--- src/design/fmts_pkg.sv ---
package fmts_pkg;

  // default counter width
  localparam int COUNT_BITS_DEF = 32;

  // byte cap after reset
  localparam logic [31:0] BYTE_CAP_RST = 32'd65536;

  // register map
  localparam logic REG_BYTE_CAP = 1'b0;

  // signature table geometry
  localparam int SIG_COUNT = 10;
  localparam int SIG_SPAN  = 12;
  localparam int POS_BITS  = 4;

  // signature slots in the match flags
  localparam int SIG_PNG      = 0;
  localparam int SIG_JPEG     = 1;
  localparam int SIG_GIF87    = 2;
  localparam int SIG_GIF89    = 3;
  localparam int SIG_BMP      = 4;
  localparam int SIG_PDF      = 5;
  localparam int SIG_WEBP     = 6;
  localparam int SIG_BOM8     = 7;
  localparam int SIG_BOM16LE  = 8;
  localparam int SIG_BOM16BE  = 9;

  // text rule: control bytes times this ratio must not exceed the byte count
  localparam int TEXT_RATIO = 50;

  // control bytes start below this value
  localparam logic [7:0] CTRL_LIMIT = 8'h20;

  typedef enum logic [2:0] {
    FMT_PNG    = 3'd0,
    FMT_JPEG   = 3'd1,
    FMT_GIF    = 3'd2,
    FMT_BMP    = 3'd3,
    FMT_PDF    = 3'd4,
    FMT_WEBP   = 3'd5,
    FMT_TEXT   = 3'd6,
    FMT_BINARY = 3'd7
  } fmt_t;

  // magic bytes per signature, offset 0 first
  localparam logic [7:0] SIG_PAT [SIG_COUNT][SIG_SPAN] = '{
    '{8'h89, 8'h50, 8'h4e, 8'h47, 8'h0d, 8'h0a, 8'h1a, 8'h0a, 8'h00, 8'h00, 8'h00, 8'h00},
    '{8'hff, 8'hd8, 8'hff, 8'h00, 8'h00, 8'h00, 8'h00, 8'h00, 8'h00, 8'h00, 8'h00, 8'h00},
    '{8'h47, 8'h49, 8'h46, 8'h38, 8'h37, 8'h61, 8'h00, 8'h00, 8'h00, 8'h00, 8'h00, 8'h00},
    '{8'h47, 8'h49, 8'h46, 8'h38, 8'h39, 8'h61, 8'h00, 8'h00, 8'h00, 8'h00, 8'h00, 8'h00},
    '{8'h42, 8'h4d, 8'h00, 8'h00, 8'h00, 8'h00, 8'h00, 8'h00, 8'h00, 8'h00, 8'h00, 8'h00},
    '{8'h25, 8'h50, 8'h44, 8'h46, 8'h2d, 8'h00, 8'h00, 8'h00, 8'h00, 8'h00, 8'h00, 8'h00},
    '{8'h52, 8'h49, 8'h46, 8'h46, 8'h00, 8'h00, 8'h00, 8'h00, 8'h57, 8'h45, 8'h42, 8'h50},
    '{8'hef, 8'hbb, 8'hbf, 8'h00, 8'h00, 8'h00, 8'h00, 8'h00, 8'h00, 8'h00, 8'h00, 8'h00},
    '{8'hff, 8'hfe, 8'h00, 8'h00, 8'h00, 8'h00, 8'h00, 8'h00, 8'h00, 8'h00, 8'h00, 8'h00},
    '{8'hfe, 8'hff, 8'h00, 8'h00, 8'h00, 8'h00, 8'h00, 8'h00, 8'h00, 8'h00, 8'h00, 8'h00}
  };

  // offsets that must match, bit n for offset n
  localparam logic [SIG_SPAN-1:0] SIG_CARE [SIG_COUNT] = '{
    12'h0ff, 12'h007, 12'h03f, 12'h03f, 12'h003,
    12'h01f, 12'hf0f, 12'h007, 12'h003, 12'h003
  };

  // bytes needed before a signature can match
  localparam logic [POS_BITS-1:0] SIG_LEN [SIG_COUNT] = '{
    4'd8, 4'd3, 4'd6, 4'd6, 4'd2, 4'd5, 4'd12, 4'd3, 4'd2, 4'd2
  };

endpackage

--- src/design/fmts_scan.sv ---
module fmts_scan #(
  parameter int COUNT_BITS = fmts_pkg::COUNT_BITS_DEF
) (
  input  logic                            clk,
  input  logic                            rst_n,
  input  logic [31:0]                     byte_cap,
  input  logic                            in_valid,
  output logic                            in_ready,
  input  logic [7:0]                      in_data_byte,
  input  logic                            in_has_byte,
  input  logic                            in_last_byte,
  output logic                            snap_valid,
  input  logic                            snap_ready,
  output logic [COUNT_BITS-1:0]           snap_count,
  output logic [COUNT_BITS-1:0]           snap_ctrl,
  output logic [fmts_pkg::SIG_COUNT-1:0]  snap_flags,
  output logic                            snap_nul
);

  localparam int CMP_W = (COUNT_BITS > 32) ? COUNT_BITS : 32;

  logic                           s1_valid_r;
  logic [7:0]                     s1_byte_r;
  logic                           s1_has_r;
  logic                           s1_last_r;
  logic [COUNT_BITS-1:0]          cnt_r, cnt_nxt;
  logic [COUNT_BITS-1:0]          ctrl_r, ctrl_nxt;
  logic [fmts_pkg::SIG_COUNT-1:0] flags_r, flags_nxt;
  logic                           nul_r, nul_nxt;
  logic                           s1_go;
  logic                           take;
  logic                           early;
  logic                           is_ctrl;
  logic [fmts_pkg::POS_BITS-1:0]  pos_idx;

  // stage handshake: a beat with last waits for the snapshot register
  assign s1_go      = s1_valid_r && (!s1_last_r || snap_ready);
  assign in_ready   = !s1_valid_r || s1_go;
  assign snap_valid = s1_valid_r && s1_last_r;

  // input register
  always_ff @(posedge clk) begin
    if (!rst_n) begin
      s1_valid_r <= 1'b0;
    end else if (in_ready) begin
      s1_valid_r <= in_valid;
    end
    if (in_valid && in_ready) begin
      s1_byte_r <= in_data_byte;
      s1_has_r  <= in_has_byte;
      s1_last_r <= in_last_byte;
    end
  end

  // byte is counted while under the byte cap and the counter is not full
  assign take    = s1_valid_r && s1_has_r && (CMP_W'(cnt_r) < CMP_W'(byte_cap)) &&
                   (cnt_r != '1);
  assign early   = cnt_r < COUNT_BITS'(fmts_pkg::SIG_SPAN);
  assign pos_idx = cnt_r[fmts_pkg::POS_BITS-1:0];
  assign is_ctrl = (s1_byte_r < fmts_pkg::CTRL_LIMIT) &&
                   !(s1_byte_r inside {8'h0a, 8'h0d, 8'h09, 8'h0c, 8'h08});

  // next state after this beat's byte
  always_comb begin
    cnt_nxt   = cnt_r;
    ctrl_nxt  = ctrl_r;
    flags_nxt = flags_r;
    nul_nxt   = nul_r;
    if (take) begin
      cnt_nxt = cnt_r + 1'b1;
      if (s1_byte_r == 8'h00) begin
        nul_nxt = 1'b1;
      end
      if (is_ctrl && (ctrl_r != '1)) begin
        ctrl_nxt = ctrl_r + 1'b1;
      end
      // drop signatures contradicted at this offset
      if (early) begin
        for (int i = 0; i < fmts_pkg::SIG_COUNT; i++) begin
          if (fmts_pkg::SIG_CARE[i][pos_idx] &&
              (fmts_pkg::SIG_PAT[i][pos_idx] != s1_byte_r)) begin
            flags_nxt[i] = 1'b0;
          end
        end
      end
    end
  end

  assign snap_count = cnt_nxt;
  assign snap_ctrl  = ctrl_nxt;
  assign snap_flags = flags_nxt;
  assign snap_nul   = nul_nxt;

  // per-file state, cleared once the file is handed to the classifier
  always_ff @(posedge clk) begin
    if (!rst_n) begin
      cnt_r   <= '0;
      ctrl_r  <= '0;
      flags_r <= '1;
      nul_r   <= 1'b0;
    end else if (s1_go && s1_last_r) begin
      cnt_r   <= '0;
      ctrl_r  <= '0;
      flags_r <= '1;
      nul_r   <= 1'b0;
    end else if (s1_go) begin
      cnt_r   <= cnt_nxt;
      ctrl_r  <= ctrl_nxt;
      flags_r <= flags_nxt;
      nul_r   <= nul_nxt;
    end
  end

endmodule

--- src/design/fmts_classify.sv ---
module fmts_classify #(
  parameter int COUNT_BITS = fmts_pkg::COUNT_BITS_DEF
) (
  input  logic                            clk,
  input  logic                            rst_n,
  input  logic                            snap_valid,
  output logic                            snap_ready,
  input  logic [COUNT_BITS-1:0]           snap_count,
  input  logic [COUNT_BITS-1:0]           snap_ctrl,
  input  logic [fmts_pkg::SIG_COUNT-1:0]  snap_flags,
  input  logic                            snap_nul,
  output logic                            out_valid,
  input  logic                            out_ready,
  output logic [2:0]                      out_format_code,
  output logic [31:0]                     out_bytes_examined
);

  localparam int CMP_W  = (COUNT_BITS > 32) ? COUNT_BITS : 32;
  localparam int CTRL_W = COUNT_BITS + 6;

  logic                           s2_valid_r;
  logic [COUNT_BITS-1:0]          s2_cnt_r;
  logic [COUNT_BITS-1:0]          s2_ctrl_r;
  logic [fmts_pkg::SIG_COUNT-1:0] s2_flags_r;
  logic                           s2_nul_r;
  logic                           out_valid_r;
  fmts_pkg::fmt_t                 code_r, code_nxt;
  logic [31:0]                    bytes_r, bytes_nxt;
  logic                           s2_go;
  logic [fmts_pkg::SIG_COUNT-1:0] hit;
  logic [CTRL_W-1:0]              ctrl_scaled;
  logic                           text_ok;
  logic [CMP_W-1:0]               cnt_ext;

  assign s2_go      = s2_valid_r && (!out_valid_r || out_ready);
  assign snap_ready = !s2_valid_r || s2_go;

  // snapshot register
  always_ff @(posedge clk) begin
    if (!rst_n) begin
      s2_valid_r <= 1'b0;
    end else if (snap_ready) begin
      s2_valid_r <= snap_valid;
    end
    if (snap_valid && snap_ready) begin
      s2_cnt_r   <= snap_count;
      s2_ctrl_r  <= snap_ctrl;
      s2_flags_r <= snap_flags;
      s2_nul_r   <= snap_nul;
    end
  end

  // a signature hits once enough bytes were seen and none contradicted it
  always_comb begin
    for (int i = 0; i < fmts_pkg::SIG_COUNT; i++) begin
      hit[i] = s2_flags_r[i] && (s2_cnt_r >= COUNT_BITS'(fmts_pkg::SIG_LEN[i]));
    end
  end

  // control density test without a divider
  assign ctrl_scaled = CTRL_W'(s2_ctrl_r) * CTRL_W'(fmts_pkg::TEXT_RATIO);
  assign text_ok     = ctrl_scaled <= CTRL_W'(s2_cnt_r);

  // priority decode
  always_comb begin
    if (hit[fmts_pkg::SIG_PNG]) begin
      code_nxt = fmts_pkg::FMT_PNG;
    end else if (hit[fmts_pkg::SIG_JPEG]) begin
      code_nxt = fmts_pkg::FMT_JPEG;
    end else if (hit[fmts_pkg::SIG_GIF87] || hit[fmts_pkg::SIG_GIF89]) begin
      code_nxt = fmts_pkg::FMT_GIF;
    end else if (hit[fmts_pkg::SIG_BMP]) begin
      code_nxt = fmts_pkg::FMT_BMP;
    end else if (hit[fmts_pkg::SIG_PDF]) begin
      code_nxt = fmts_pkg::FMT_PDF;
    end else if (hit[fmts_pkg::SIG_WEBP]) begin
      code_nxt = fmts_pkg::FMT_WEBP;
    end else if (s2_cnt_r == '0) begin
      code_nxt = fmts_pkg::FMT_TEXT;
    end else if (hit[fmts_pkg::SIG_BOM8] || hit[fmts_pkg::SIG_BOM16LE] ||
                 hit[fmts_pkg::SIG_BOM16BE]) begin
      code_nxt = fmts_pkg::FMT_TEXT;
    end else if (s2_nul_r) begin
      code_nxt = fmts_pkg::FMT_BINARY;
    end else if (text_ok) begin
      code_nxt = fmts_pkg::FMT_TEXT;
    end else begin
      code_nxt = fmts_pkg::FMT_BINARY;
    end
  end

  // byte count clipped to 32 bits
  assign cnt_ext   = CMP_W'(s2_cnt_r);
  assign bytes_nxt = (cnt_ext > CMP_W'(32'hffff_ffff)) ? 32'hffff_ffff : cnt_ext[31:0];

  // result register
  always_ff @(posedge clk) begin
    if (!rst_n) begin
      out_valid_r <= 1'b0;
    end else if (s2_go) begin
      out_valid_r <= 1'b1;
    end else if (out_ready) begin
      out_valid_r <= 1'b0;
    end
    if (s2_go) begin
      code_r  <= code_nxt;
      bytes_r <= bytes_nxt;
    end
  end

  assign out_valid          = out_valid_r;
  assign out_format_code    = code_r;
  assign out_bytes_examined = bytes_r;

endmodule

--- src/design/file_format_sniffer_unit.sv ---
// File type sniffer. Feed a file's leading bytes one beat per cycle from
// offset zero, and mark the final beat with last_byte (a beat with has_byte low
// and last_byte high classifies an empty file). The unit takes one beat every
// cycle unless stalled; each beat only updates small counters and signature
// flags in the scan stage. The beat carrying last_byte passes the input
// register, the snapshot register and the result register, so its result is
// valid once it reaches the result register. The next file's first beat may
// enter as that last beat moves on. While a result is held off, a last beat
// waits in the input register and stalls further input.
// Bytes beyond byte_cap (APB offset 0x0, reset 65536) are not counted;
// write it only while no file is in flight.
module file_format_sniffer_unit #(
  parameter int COUNT_BITS = fmts_pkg::COUNT_BITS_DEF
) (
  input  logic        clk,
  input  logic        rst_n,
  // configuration
  input  logic        psel,
  input  logic        penable,
  input  logic        pwrite,
  input  logic [2:0]  paddr,
  input  logic [31:0] pwdata,
  output logic [31:0] prdata,
  output logic        pready,
  // byte input
  input  logic        in_valid,
  output logic        in_ready,
  input  logic [7:0]  in_data_byte,
  input  logic        in_has_byte,
  input  logic        in_last_byte,
  // classification result
  output logic        out_valid,
  input  logic        out_ready,
  output logic [2:0]  out_format_code,
  output logic [31:0] out_bytes_examined
);

  logic [31:0]                    byte_cap_r;
  logic                           snap_valid;
  logic                           snap_ready;
  logic [COUNT_BITS-1:0]          snap_count;
  logic [COUNT_BITS-1:0]          snap_ctrl;
  logic [fmts_pkg::SIG_COUNT-1:0] snap_flags;
  logic                           snap_nul;
  logic                           reg_sel;

  // register decode
  assign reg_sel = (paddr[2] == fmts_pkg::REG_BYTE_CAP);
  assign pready  = 1'b1;
  assign prdata  = reg_sel ? byte_cap_r : 32'd0;

  always_ff @(posedge clk) begin
    if (!rst_n) begin
      byte_cap_r <= fmts_pkg::BYTE_CAP_RST;
    end else if (psel && penable && pwrite && reg_sel) begin
      byte_cap_r <= pwdata;
    end
  end

  fmts_scan #(
    .COUNT_BITS(COUNT_BITS)
  ) u_scan (
    .clk          (clk),
    .rst_n        (rst_n),
    .byte_cap     (byte_cap_r),
    .in_valid     (in_valid),
    .in_ready     (in_ready),
    .in_data_byte (in_data_byte),
    .in_has_byte  (in_has_byte),
    .in_last_byte (in_last_byte),
    .snap_valid   (snap_valid),
    .snap_ready   (snap_ready),
    .snap_count   (snap_count),
    .snap_ctrl    (snap_ctrl),
    .snap_flags   (snap_flags),
    .snap_nul     (snap_nul)
  );

  fmts_classify #(
    .COUNT_BITS(COUNT_BITS)
  ) u_classify (
    .clk                (clk),
    .rst_n              (rst_n),
    .snap_valid         (snap_valid),
    .snap_ready         (snap_ready),
    .snap_count         (snap_count),
    .snap_ctrl          (snap_ctrl),
    .snap_flags         (snap_flags),
    .snap_nul           (snap_nul),
    .out_valid          (out_valid),
    .out_ready          (out_ready),
    .out_format_code    (out_format_code),
    .out_bytes_examined (out_bytes_examined)
  );

endmodule

--- config.mk ---
export PLATFORM = sky130hd
export DESIGN_NAME = file_format_sniffer_unit
export DESIGN_NICKNAME = d
export VERILOG_FILES = /design/src/design/fmts_pkg.sv /design/src/design/fmts_scan.sv /design/src/design/fmts_classify.sv /design/src/design/file_format_sniffer_unit.sv
export SDC_FILE = /design/constraint.sdc
export NUM_CORES = 1
export LEC_CHECK = 0
export BUFFER_PORTS_ARGS = -buffer_cell sky130_fd_sc_hd__buf_4
export CELL_PAD_IN_SITES_DETAIL_PLACEMENT = 0
export CELL_PAD_IN_SITES_GLOBAL_PLACEMENT = 1
export CORE_MARGIN = 1.5
export CORE_UTILIZATION = 45
export CTS_BUF_LIST = sky130_fd_sc_hd__clkbuf_8
export CTS_CLUSTER_DIAMETER = 120
export DETAILED_ROUTE_END_ITERATION = 12
export GPL_TIMING_DRIVEN = 0
export PLACE_DENSITY_LB_ADDON = 0.1
export RECOVER_POWER = 50
export SKIP_LAST_GASP = 1
export SLEW_MARGIN = 30
export SYNTH_ARGS = -nofsm -noshare
export SYNTH_HDL_FRONTEND = slang
export SYNTH_SLANG_ARGS = --single-unit
--- constraint.sdc ---
create_clock -name clk -period 11.5 [get_ports clk]
set_input_delay 1.15 -clock clk [delete_from_list [all_inputs] [get_ports clk]]
set_output_delay 1.15 -clock clk [all_outputs]
set_load 0.005 [all_outputs]
==> impl_metrics.py <==
metrics = {
    "floorplan": {
        "die_area_mm2": 0.03788,
        "initial_core_util_pct": 45.46,
        "dieHeight_um": 194.6,
        "io-pin-count": 122,
        "die_w_um": 194.6,
        "core_mm2": 0.03635,
        "rows": 70,
    },
    "sta": {
        "rsz0062_at_grt": "no",
        "period_needed_ps": 7334,
        "tns_ps": 0,
        "slew_headroom_pct": 3.761,
        "worst_hold_slack_ps": 458.7,
        "finClkSkew_ps": 26.55,
        "worst_pin_slew_ps": 1441,
        "timing.fmax_mhz": 136.3,
        "period_share_pct": 63.78,
        "hold_violations": 0,
        "setup_viol": 0,
        "final_max_slew_viol_count": 0,
    },
    "global_routing": {
        "grt_max_degree": 27,
        "grt_usage_pct": 24.67,
        "antenna_found_initial": 0,
        "grt_pass1_vias": 13340,
        "overflow": 0,
        "grt_pass1_wl_um": 73860,
    },
    "synth": {
        "avgSynthCellArea_um2": 8.907,
        "syn_area_mm2": 0.01652,
        "ys_ff_latch": 236,
        "synthArstFlopShare_pct": 0,
        "synthCells": 1855,
        "synth_edf_count": 120,
        "synth_fp_nets": 2106,
        "synth_flop_cell": "edfxtp_1",
        "yosysWarnings": 0,
        "synth_cell_types": 94,
        "ys_seq_area_share_pct": 35.86,
    },
    "outcome": {
        "outcome": "finished clean",
    },
    "clock_tree": {
        "cts_htree_levels": 2,
        "cts_hold_buf": 0,
        "clkTransAtPathRegs_ps": 70,
        "cts_resized": 0,
        "post-cts-setup-buffer-count": 0,
        "cts_root_buf": "clkbuf_8",
        "clock_path_buffers": 3,
        "cts_tree": "yes",
        "cts_sinks": 236,
        "clk_latency_ps": 610,
        "cts_buffers": 42,
    },
    "detailed_routing": {
        "wirelength_um": 46070,
        "routed_via_density": 5.378,
        "drc_errors": 0,
        "drt_iter0_markers": 738,
        "wl_per_cell_um": 18.27,
        "drtAntennaViolNets": 0,
        "vias": 13560,
        "drt_first_pass_iters": 5,
    },
    "power": {
        "peakVddDrop_v": 0.00006663,
        "power_density_mw_per_mm2": 132.8,
        "p_leak_uw": 0.007915,
    },
    "placed_design": {
        "dp_hpwl_um": 35880,
        "port_buffers": 116,
        "gp_congestion": 0.8888,
    },
    "hold_path": {
        "hp-class": "register to register",
    },
    "worst_setup_path": {
        "crit_type": "register to register",
        "arrival_ps": 7680,
        "crit_fanout": 4,
        "end_kind": "register",
        "cp-start-kind": "register",
        "worstPathRequired_ps": 11850,
    },
    "layout": {
        "diodes": 0,
        "final_cell_mix": "inv_1 (226), nand2_1 (178), nor2_1 (176), ha_1 (172), edfxtp_1 (120)",
        "nFillCells": 3503,
        "syn_to_final_growth_pct": 13.73,
        "drive_above_1_share_pct": 11.30,
        "final_common_cell": "inv_1",
        "fin_nets": 2270,
    },
    "run": {
        "drv_cap": 0,
    },
}
cells by family after synthesis:
group                      after synthesis  share of synthesized area [%]
other                                    1                        0.02270
buffers and inverters                  303                          7.133
AOI/OAI and AO/OA                      330                          13.49
adders and majority gates              199                          16.30
xor gates and xnor gates               140                          7.421
muxes                                    7                         0.4316
DFF                                    236                          35.86
and+or+nand+nor                        639                          19.35
cells in the mapped netlist (27+ instances only):
| cell type | count | share of area (%) |
|---|---|---|
| a21oi_1 | 87 | 2.6 |
| a21boi_0 | 36 | 1.6 |
| nor4_1 | 49 | 1.9 |
| a21o_1 | 28 | 1.3 |
| edfxtp_1 | 120 | 22 |
| nand4_1 | 32 | 1.2 |
| ha_1 | 172 | 13 |
| nor2_1 | 176 | 4.0 |
| nand2_1 | 178 | 4.0 |
| inv_1 | 213 | 4.8 |
| o21ai_0 | 54 | 1.6 |
| clkbuf_1 | 70 | 1.6 |
| fa_1 | 27 | 3.3 |
| xnor2_1 | 80 | 4.2 |
| xor2_1 | 60 | 3.2 |
| nor3_1 | 38 | 1.2 |
| nand3_1 | 51 | 1.5 |
| dfxtp_1 | 116 | 14 |
report_power, final:
part           total, µW  leakage, µW  internal [µW]  switching, µW
combinational        820      0.00552            326            494
clock                752     0.000446            380            372
sequential           923      0.00195            905           18.4
total               2500      0.00791           1610            885
routing by layer:
metal  routed length [µm]  global-route usage [%]  vias to the layer above
met4                 1005                   6.684                        0
met2                21890                   41.27                      317
met3                 2199                   3.974                       61
met1                20980                   33.01                     6376
met5                    0                       0                        -
li1                     -                       -                     6803
worst max-delay path, stage by stage, from the launching register on:
cell and delay [ps]:
edfxtp_1 430, ha_1 320, ha_1 280, inv_1 50, fa_1 500, inv_1 40
ha_1 330, a2111oi_0 560, nand2_1 90, o211ai_1 550, o21ai_0 280, a221o_1 400
a21o_1 200, nand2_1 120, o21ai_0 130, xor2_1 180, ha_1 340, nand2b_1 110
nor4_1 480, nand3b_1 180, o21ai_0 250, nand4_1 150, a31oi_1 320, o2111ai_1 170
a311o_1 310, o32a_1 340
final timing paths:
path / startpoint / endpoint / slack (ps) / cells past startpoint
worst max-delay path: u_classify.s2_ctrl_r[9] / u_classify.out_format_code[0] / 4170 / 25
worst min-delay path: byte_cap_r[27] / byte_cap_r[27] / 460 / 2
worst max register to register: u_classify.s2_ctrl_r[9] / u_classify.out_format_code[0] / 4170 / 25
worst min register to register: byte_cap_r[27] / byte_cap_r[27] / 460 / 2
layout make-up:
class / count / area, µm² / share of cell area [%]
Sequential cell: 236 / 5926 / 31.53
Tap cell: 468 / 585.6 / 3.116
Clock buffer: 44 / 605.6 / 3.223
Multi-Input combinational cell: 1316 / 9435 / 50.21
Timing Repair Buffer: 120 / 882.1 / 4.694
Inverter: 213 / 799.5 / 4.255
Buffer: 90 / 379.1 / 2.017
Clock inverter: 34 / 178.9 / 0.9521
sequential cells by signal, indices dropped and copies added (netlist names), 8 cells and up, named ones only:
name / count
u_classify.s2_flags_r: 10
u_scan.flags_r: 10
u_classify.cnt_ext: 32
u_classify.out_bytes_examined: 32
u_scan.s1_byte_r: 8
u_classify.s2_ctrl_r: 32
u_scan.ctrl_r: 32
byte_cap_r: 32
u_scan.cnt_r: 32
metrics by stage:
step | power, µW | setup slack (ps) | util [%] | instances | instance area, µm²
2_1_floorplan | 1535 | 5767 | - | 1855 | 16520
3_5_place_dp | 1764 | 4098 | 49.87 | 2443 | 18130
4_1_cts | 2534 | 4046 | 52.03 | 2521 | 18910
6_report | 2496 | 4166 | 51.70 | 2521 | 18790
3_3_place_gp | 1752 | 4033 | 49.47 | 2439 | 17980
5_1_grt | 2663 | 3689 | 51.70 | 2521 | 18790
Note: power is estimated with default switching activity, not from simulation.
